==> config.mk <==
export PLATFORM = sky130hd
export DESIGN_NAME = serial_boot_stream_loader_top
export DESIGN_NICKNAME = d
export VERILOG_FILES = /design/src/hw/rtl/slbl_pkg.sv /design/src/hw/rtl/serial_boot_stream_loader_top.sv /design/src/hw/rtl/slbl_parse.sv
export SDC_FILE = /design/constraint.sdc
export NUM_CORES = 1
export LEC_CHECK = 0
export BUFFER_PORTS_ARGS = -buffer_cell sky130_fd_sc_hd__buf_4
export CORE_ASPECT_RATIO = 0.75
export CORE_MARGIN = 2
export CORE_UTILIZATION = 45
export CTS_CLUSTER_DIAMETER = 100
export CTS_CLUSTER_SIZE = 20
export DETAILED_ROUTE_END_ITERATION = 16
export PLACE_DENSITY = 0.73
export SETUP_SLACK_MARGIN = 0.1
export SLEW_MARGIN = 10
export SYNTH_ARGS = -nofsm -noshare
export SYNTH_HDL_FRONTEND = slang
export SYNTH_SLANG_ARGS = --single-unit
export TNS_END_PERCENT = 10
==> constraint.sdc <==
create_clock -name clk -period 6.1 [get_ports clk]
set_input_delay 1.22 -clock clk [delete_from_list [all_inputs] [get_ports clk]]
set_output_delay 1.22 -clock clk [all_outputs]
set_load 0.01 [all_outputs]
==> src/hw/rtl/slbl_pkg.sv <==
// Shared types and constants for the serial boot stream loader.
package slbl_pkg;

  localparam logic [15:0] KEY_WORD       = 16'h08AA;
  localparam logic [15:0] ZERO_WORD      = 16'h0000;
  localparam logic [3:0]  RESERVED_WORDS = 4'd8;
  localparam logic [31:0] FALLBACK_RESET = 32'h0033_FFF6;

  localparam logic [1:0] ST_LOADING = 2'd0;
  localparam logic [1:0] ST_DONE    = 2'd1;
  localparam logic [1:0] ST_ABORT   = 2'd2;

  typedef enum logic [7:0] {
    PH_KEY     = 8'b0000_0001,
    PH_HEADER  = 8'b0000_0010,
    PH_SIZE    = 8'b0000_0100,
    PH_DEST_HI = 8'b0000_1000,
    PH_DEST_LO = 8'b0001_0000,
    PH_DATA    = 8'b0010_0000,
    PH_DONE    = 8'b0100_0000,
    PH_ABORT   = 8'b1000_0000
  } phase_t;

  typedef struct packed {
    phase_t      phase;
    logic [7:0]  low_byte_hold;
    logic        byte_half;
    logic [3:0]  word_count;
    logic [15:0] high_word_hold;
    logic [31:0] entry_store;
    logic [15:0] words_left;
    logic [31:0] dest_pointer;
  } ldr_state_t;

  typedef struct packed {
    logic        echo_valid;
    logic [7:0]  echo_byte;
    logic        write_valid;
    logic [31:0] write_addr;
    logic [15:0] write_data;
    logic [1:0]  status;
    logic [31:0] entry_addr;
  } ldr_result_t;

endpackage

==> src/hw/rtl/serial_boot_stream_loader_top.sv <==
// Top level of the serial boot stream loader: state, config and result registers.
// Takes one received byte per transfer and returns exactly one result per byte,
// in the cycle after the byte is taken. A new byte can be taken every cycle: the
// parser updates the loader state in one pass and the result lands in a single
// output register, so in_ready stays high while that register is empty or being
// drained in the same cycle. The fallback entry register is written through the
// cfg port at any time and is sampled only when the key word is checked.
module serial_boot_stream_loader_top import slbl_pkg::*; (
  input  logic        clk,
  input  logic        rst_n,
  input  logic        in_valid,
  output logic        in_ready,
  input  logic [7:0]  in_rx_byte,
  output logic        out_valid,
  input  logic        out_ready,
  output logic        out_echo_valid,
  output logic [7:0]  out_echo_byte,
  output logic        out_write_valid,
  output logic [31:0] out_write_addr,
  output logic [15:0] out_write_data,
  output logic [1:0]  out_status,
  output logic [31:0] out_entry_addr,
  input  logic        cfg_valid,
  output logic        cfg_ready,
  input  logic [31:0] cfg_data
);

  ldr_state_t  st_r, st_nxt;
  ldr_result_t res_r, res_nxt;
  logic        out_valid_r;
  logic [31:0] fallback_r;
  logic        in_fire;

  assign in_ready  = !out_valid_r || out_ready;
  assign in_fire   = in_valid && in_ready;
  assign cfg_ready = 1'b1;

  slbl_parse u_parse (
    .st             (st_r),
    .rx_byte        (in_rx_byte),
    .fallback_entry (fallback_r),
    .st_nxt         (st_nxt),
    .res            (res_nxt)
  );

  always_ff @(posedge clk) begin
    if (!rst_n) begin
      st_r        <= '{phase: PH_KEY, default: '0};
      out_valid_r <= 1'b0;
      fallback_r  <= FALLBACK_RESET;
    end else begin
      if (cfg_valid) begin
        fallback_r <= cfg_data;
      end
      if (in_fire) begin
        st_r        <= st_nxt;
        out_valid_r <= 1'b1;
      end else if (out_ready) begin
        out_valid_r <= 1'b0;
      end
    end
  end

  always_ff @(posedge clk) begin
    if (in_fire) begin
      res_r <= res_nxt;
    end
  end

  assign out_valid       = out_valid_r;
  assign out_echo_valid  = res_r.echo_valid;
  assign out_echo_byte   = res_r.echo_byte;
  assign out_write_valid = res_r.write_valid;
  assign out_write_addr  = res_r.write_addr;
  assign out_write_data  = res_r.write_data;
  assign out_status      = res_r.status;
  assign out_entry_addr  = res_r.entry_addr;

  a_fire_gives_result: assert property (@(posedge clk) disable iff (!rst_n)
    in_fire |=> out_valid)
    else $error("accepted byte produced no result");

  a_write_is_echoed: assert property (@(posedge clk) disable iff (!rst_n)
    out_valid && out_write_valid |-> out_echo_valid && out_status == ST_LOADING)
    else $error("memory write without echo or after end of load");

  a_ignore_after_end: assert property (@(posedge clk) disable iff (!rst_n)
    in_fire && (st_r.phase == PH_DONE || st_r.phase == PH_ABORT)
      |=> !out_echo_valid && out_status != ST_LOADING)
    else $error("byte consumed after load finished");

  a_loading_entry_zero: assert property (@(posedge clk) disable iff (!rst_n)
    out_valid && out_status == ST_LOADING |-> out_entry_addr == 32'd0)
    else $error("entry address shown while loading");

endmodule

==> src/hw/rtl/slbl_parse.sv <==
// Per-byte parser: next loader state and result for one received byte.
module slbl_parse import slbl_pkg::*; (
  input  ldr_state_t  st,
  input  logic [7:0]  rx_byte,
  input  logic [31:0] fallback_entry,
  output ldr_state_t  st_nxt,
  output ldr_result_t res
);

  logic [15:0] word;
  logic [15:0] left_dec;

  assign word     = {rx_byte, st.low_byte_hold};
  assign left_dec = st.words_left - 16'd1;

  always_comb begin
    st_nxt = st;
    res    = '0;
    if (st.phase != PH_DONE && st.phase != PH_ABORT) begin
      res.echo_valid = 1'b1;
      res.echo_byte  = rx_byte;
      if (!st.byte_half) begin
        st_nxt.low_byte_hold = rx_byte;
        st_nxt.byte_half     = 1'b1;
      end else begin
        st_nxt.byte_half = 1'b0;
        case (st.phase)
          PH_KEY: begin
            if (word == KEY_WORD) begin
              st_nxt.phase      = PH_HEADER;
              st_nxt.word_count = 4'd0;
            end else begin
              st_nxt.entry_store = fallback_entry;
              st_nxt.phase       = PH_ABORT;
            end
          end
          PH_HEADER: begin
            if (st.word_count < RESERVED_WORDS) begin
              st_nxt.word_count = st.word_count + 4'd1;
            end else if (st.word_count == RESERVED_WORDS) begin
              st_nxt.high_word_hold = word;
              st_nxt.word_count     = st.word_count + 4'd1;
            end else begin
              st_nxt.entry_store = {st.high_word_hold, word};
              st_nxt.phase       = PH_SIZE;
            end
          end
          PH_SIZE: begin
            if (word == ZERO_WORD) begin
              st_nxt.phase = PH_DONE;
            end else begin
              st_nxt.words_left = word;
              st_nxt.phase      = PH_DEST_HI;
            end
          end
          PH_DEST_HI: begin
            st_nxt.high_word_hold = word;
            st_nxt.phase          = PH_DEST_LO;
          end
          PH_DEST_LO: begin
            st_nxt.dest_pointer = {st.high_word_hold, word};
            st_nxt.phase        = PH_DATA;
          end
          default: begin
            res.write_valid     = 1'b1;
            res.write_addr      = st.dest_pointer;
            res.write_data      = word;
            st_nxt.dest_pointer = st.dest_pointer + 32'd1;
            st_nxt.words_left   = left_dec;
            if (left_dec == ZERO_WORD) begin
              st_nxt.phase = PH_SIZE;
            end
          end
        endcase
      end
    end
    if (st_nxt.phase == PH_DONE) begin
      res.status     = ST_DONE;
      res.entry_addr = st_nxt.entry_store;
    end else if (st_nxt.phase == PH_ABORT) begin
      res.status     = ST_ABORT;
      res.entry_addr = st_nxt.entry_store;
    end else begin
      res.status     = ST_LOADING;
      res.entry_addr = 32'd0;
    end
  end

endmodule

==> summary by stage <==
Worst hold path
In this run the worst hold path is classified as flop to flop. The depth of the worst hold-timing path is 2.

GRT
The maximum number of pins on one net before global-route repair is 77. The final global-route overflow total is 0. The via count of the first global-routing pass is 9485. The initial antenna violation count is 0. The wire length of the first global-routing pass is about 52000 um. Across every metal layer, demand over resource in global routing totals 0.235.

STA
The final clock period utilization by the worst path is 0.656. Setup repair after global routing left no endpoint under its margin. Setup violations remaining at the end of the flow were counted as 0. The smallest clock period supported by the final layout is computed as 4.00 ns.

The final count of hold timing violations is 0. The worst-case clock skew is 0.0274 ns. The slew at the pin with the worst max-slew slack is between 1 and 1.5 ns. The worst path meets setup with 2.10 ns of slack.

The total negative slack for setup checks is 0 ns. The headroom to the max-slew limit is 0.306. The max-slew violation total from the final report is 0. The highest clock frequency the design can meet is 0.250 GHz.

Yosys
After synthesis, the largest family of logic cells by area is simple AND/OR/NAND/NOR gates. Synthesis inferred 242 register bits. By area the synthesized netlist is led by sky130_fd_sc_hd__dfxtp_1 (25%), sky130_fd_sc_hd__edfxtp_1 (23%), sky130_fd_sc_hd__nor2_1 (4.8%).

The area share of the largest cell type after synthesis is 0.251. The netlist area before placement is 11900 um^2. The synthesized-area fraction occupied by xor and xnor cells is 0.00293. After synthesis, the most frequently instantiated cells are sky130_fd_sc_hd__nor2_1 (154), sky130_fd_sc_hd__dfxtp_1 (150), sky130_fd_sc_hd__clkbuf_1 (96). The compound-cell area share of the yosys netlist is 0.191. The most repeated cell in the gate-level netlist after synthesis is sky130_fd_sc_hd__nor2_1. The count of flip-flops with a built-in enable after synthesis is just over 90.

During synthesis, Yosys emitted a total of 0 warnings. The fraction of the yosys area taken by sequential cells is 0.483. Of the total synthesized cell area, the portion taken by AND, OR, NAND and NOR gates is 0.225.

Synthesis handed over a netlist of approximately 1300 instances. After synthesis, the netlist uses 71 different library cells. The most used flip-flop cell after synthesis is sky130_fd_sc_hd__dfxtp_1.

Of all cell types, the one taking the most synthesized area is sky130_fd_sc_hd__dfxtp_1. The multiplexer area fraction after synthesis is 0.0344. Of the total synthesized cell area, the portion taken by full adders, half adders and majority gates is 0.00524. Each instance of the synthesized netlist takes up on average 9.10 um^2. For this run, asynchronously set or reset flops after synthesis account for 0.

The post-synthesis net count is 1363.

Layout
Compared with the post-synthesis result, the final layout area differs by 13.6%. The final cell utilization of the core is 0.521. The final design instance area without fill is 13600 um^2. The antenna diode count is 0.

The net total in the final layout is 1417. The fraction of final layout cells sized beyond drive strength 1 is 0.172.

Placed design
After detailed placement, the total cell area comes to 13100 um^2. During placement, the flow inserted port buffers numbering 138. At the end of routability-driven placement, the weighted congestion stood at 0.924. OpenSTA, run right after detailed placement, puts the worst setup slack at between 2 and 2.5 ns. After legalization and detailed placement, the total HPWL measured 22200 um.

Clock network
The clock tree root buffer cell is sky130_fd_sc_hd__clkbuf_16. TritonCTS created 16 clock buffers. The clock tree from TritonCTS is done. At the later pin of the worst-skew pair, clock insertion delay measures between 0.5 and 0.6 ns.

The total setup buffers inserted after CTS is 0. The number of buffers inserted for hold repair after clock tree synthesis is 0. The count of instances resized after the clock tree is built is 0. After clock tree synthesis, the clock-pin slew on the worst setup and hold paths is ~0.09 ns.

In this run the deepest clock path goes through 3 buffers. CTS saw 242 sinks. The maximum level of the CTS H-tree is 1.

Critical path
The slowest stage of the critical path belongs to the cell sky130_fd_sc_hd__nand4b_1. The most used cell along the critical path is sky130_fd_sc_hd__nor3_1. STA classifies the critical path startpoint as a flop. The worst endpoint data arrival time is 4.38 ns. Traced cell by cell, the critical path runs through nor4_4 -> nand4b_1 -> nor3_1 -> or4_1 -> nor3_1 -> a211oi_1 -> nor2_1.

The nature of the critical path endpoint is a flop. The biggest cell delay along the critical path is roughly 0.9 ns. The gate family responsible for the most delay along the worst path is simple AND/OR/NAND/NOR gates.

The required time of the critical path is roughly 6.5 ns. The kind of critical path is flop to flop. Together, buffers and inverters on the worst path number 0.

In this run the number of cells on the critical path is 7. Along the worst path, the maximum fanout reaches 33. The logic depth of the worst register-to-register path is 7.

Floorplan
The y dimension of the die is 145 um. 140 I/O pins were placed. The floorplan step set the die width to approximately 190 um. The initial utilization of the core area, before any placement, comes to 0.459.

The die covers 27900 um^2. The floorplan has just over 50 rows. The area of the core is 26000 um^2.

Power
Cell internal power was estimated by the tool at about 2.4 mW. In this run the static leakage power is between 4 and 5 nW. The switching fraction of total power is 0.273. Of the total power, combinational logic draws 0.137.

The share of total power dissipated in the clock network is 0.327. The proportion of power drawn by flip-flops and latches is 0.536. The power consumption is 3.34 mW. The net switching power is approximately 0.9 mW. Power spread over the standard cell area amounts to 246 nW/um^2.

The maximum vdd drop is 178 uV.

Route
The total DRC errors in the routed layout is 0. Using the TritonRoute via totals, the vias-per-cell ratio works out to 5.95. Wires add up to 33500 um. The wire length per cell is just under 20 um.

The antenna violation net count after detailed routing is 0. The number of optimization iterations in the first detailed-route pass is 5. The routed layout has 10200 vias. After the first detailed-routing iteration, the DRC count stood at around 1200.

Outcome
The run finished with clean final reports.

Flow run
Across the run, the number of max-cap violations was 0.
-- worst paths after layout --
path | startpoint | slack, ns | end
max reg2reg | st_r[113] | 2.10 | st_r[32]
max | st_r[113] | 2.10 | st_r[32]
min reg2reg | st_r[96] | 0.49 | st_r[96]
min | st_r[96] | 0.49 | st_r[96]
-- logic make-up after synthesis --
group | count (synthesis)
simple gates | 510
compound gates | 344
buf+inv | 166
xor+xnor | 4
mux | 41
flops | 242
fa+ha+maj | 5
other cells | 1
-- through the flow --
step / hold WS, ns / cells
2_1_floorplan: 0.449 / 1313
3_3_place_gp: 0.463 / 1693
3_5_place_dp: 0.477 / 1693
4_1_cts: 0.491 / 1720
5_1_grt: 0.518 / 1720
6_report: 0.491 / 1720
-- power by group through the flow --
| stage | clock [mW] | sequential (mW) | combinational [mW] |
|---|---|---|---|
| after floorplan | 0 | 1.81 | 0.320 |
| after global placement | 0 | 1.83 | 0.445 |
| after detailed placement | 0 | 1.83 | 0.453 |
| after CTS | 1.11 | 1.79 | 0.454 |
| after global routing | 1.17 | 1.80 | 0.496 |
| final | 1.09 | 1.79 | 0.457 |
-- flip-flops by register name (all words and copies together) (netlist names) --
register / count
out_status: 2
out_valid: 1
fallback_r: 32
st_r: 117
out_echo_byte: 8
out_echo_valid: 1
out_write_valid: 1
out_write_addr: 32
out_entry_addr: 32
out_write_data: 16
-- routing by layer --
layer / share of wire / wire length [um] / GRT usage
met2: 0.44 / 14800 / 0.361
met1: 0.45 / 15000 / 0.345
met3: 0.084 / 2800 / 0.0375
met4: 0.025 / 844 / 0.0603
met5: 0 / 0 / 0
-- worst register-to-register path: stages, from the launching register on --
cell and delay, ns:
sky130_fd_sc_hd__dfxtp_1 0.46, sky130_fd_sc_hd__nor4_4 0.66, sky130_fd_sc_hd__nand4b_1 0.89, sky130_fd_sc_hd__nor3_1 0.63, sky130_fd_sc_hd__or4_1 0.82, sky130_fd_sc_hd__nor3_1 0.10
sky130_fd_sc_hd__a211oi_1 0.25, sky130_fd_sc_hd__nor2_1 0.06
-- cell type report --
class,instances,area (um^2)
clock buffers,26,459
clock inverters,1,20.0
fillers,2369,12500
inverters,49,186
multi-input cells,905,5560
flip-flops and latches,242,5770
well taps,344,430
repair buffers,153,1150
-- cell usage in the layout, fill, tap and decap left out, drive strengths merged, types with 5 or more instances in the layout --
cell      n
o22a     33
o21a      7
o31ai     6
clkbuf   26
nand2b    8
nand3    78
ha        5
and3     12
o22ai     7
a21oi    82
or2       6
or4       7
nor3     23
nor2    184
mux2i    41
a31oi    17
nand4    11
a211oi    7
dfxtp   150
a22oi    71
edfxtp   92
nand2    86
a21o      5
o221a    10
nor4     15
inv      50
buf     153
and2     60
o21ai    71
(Power assumes the default switching activity.)
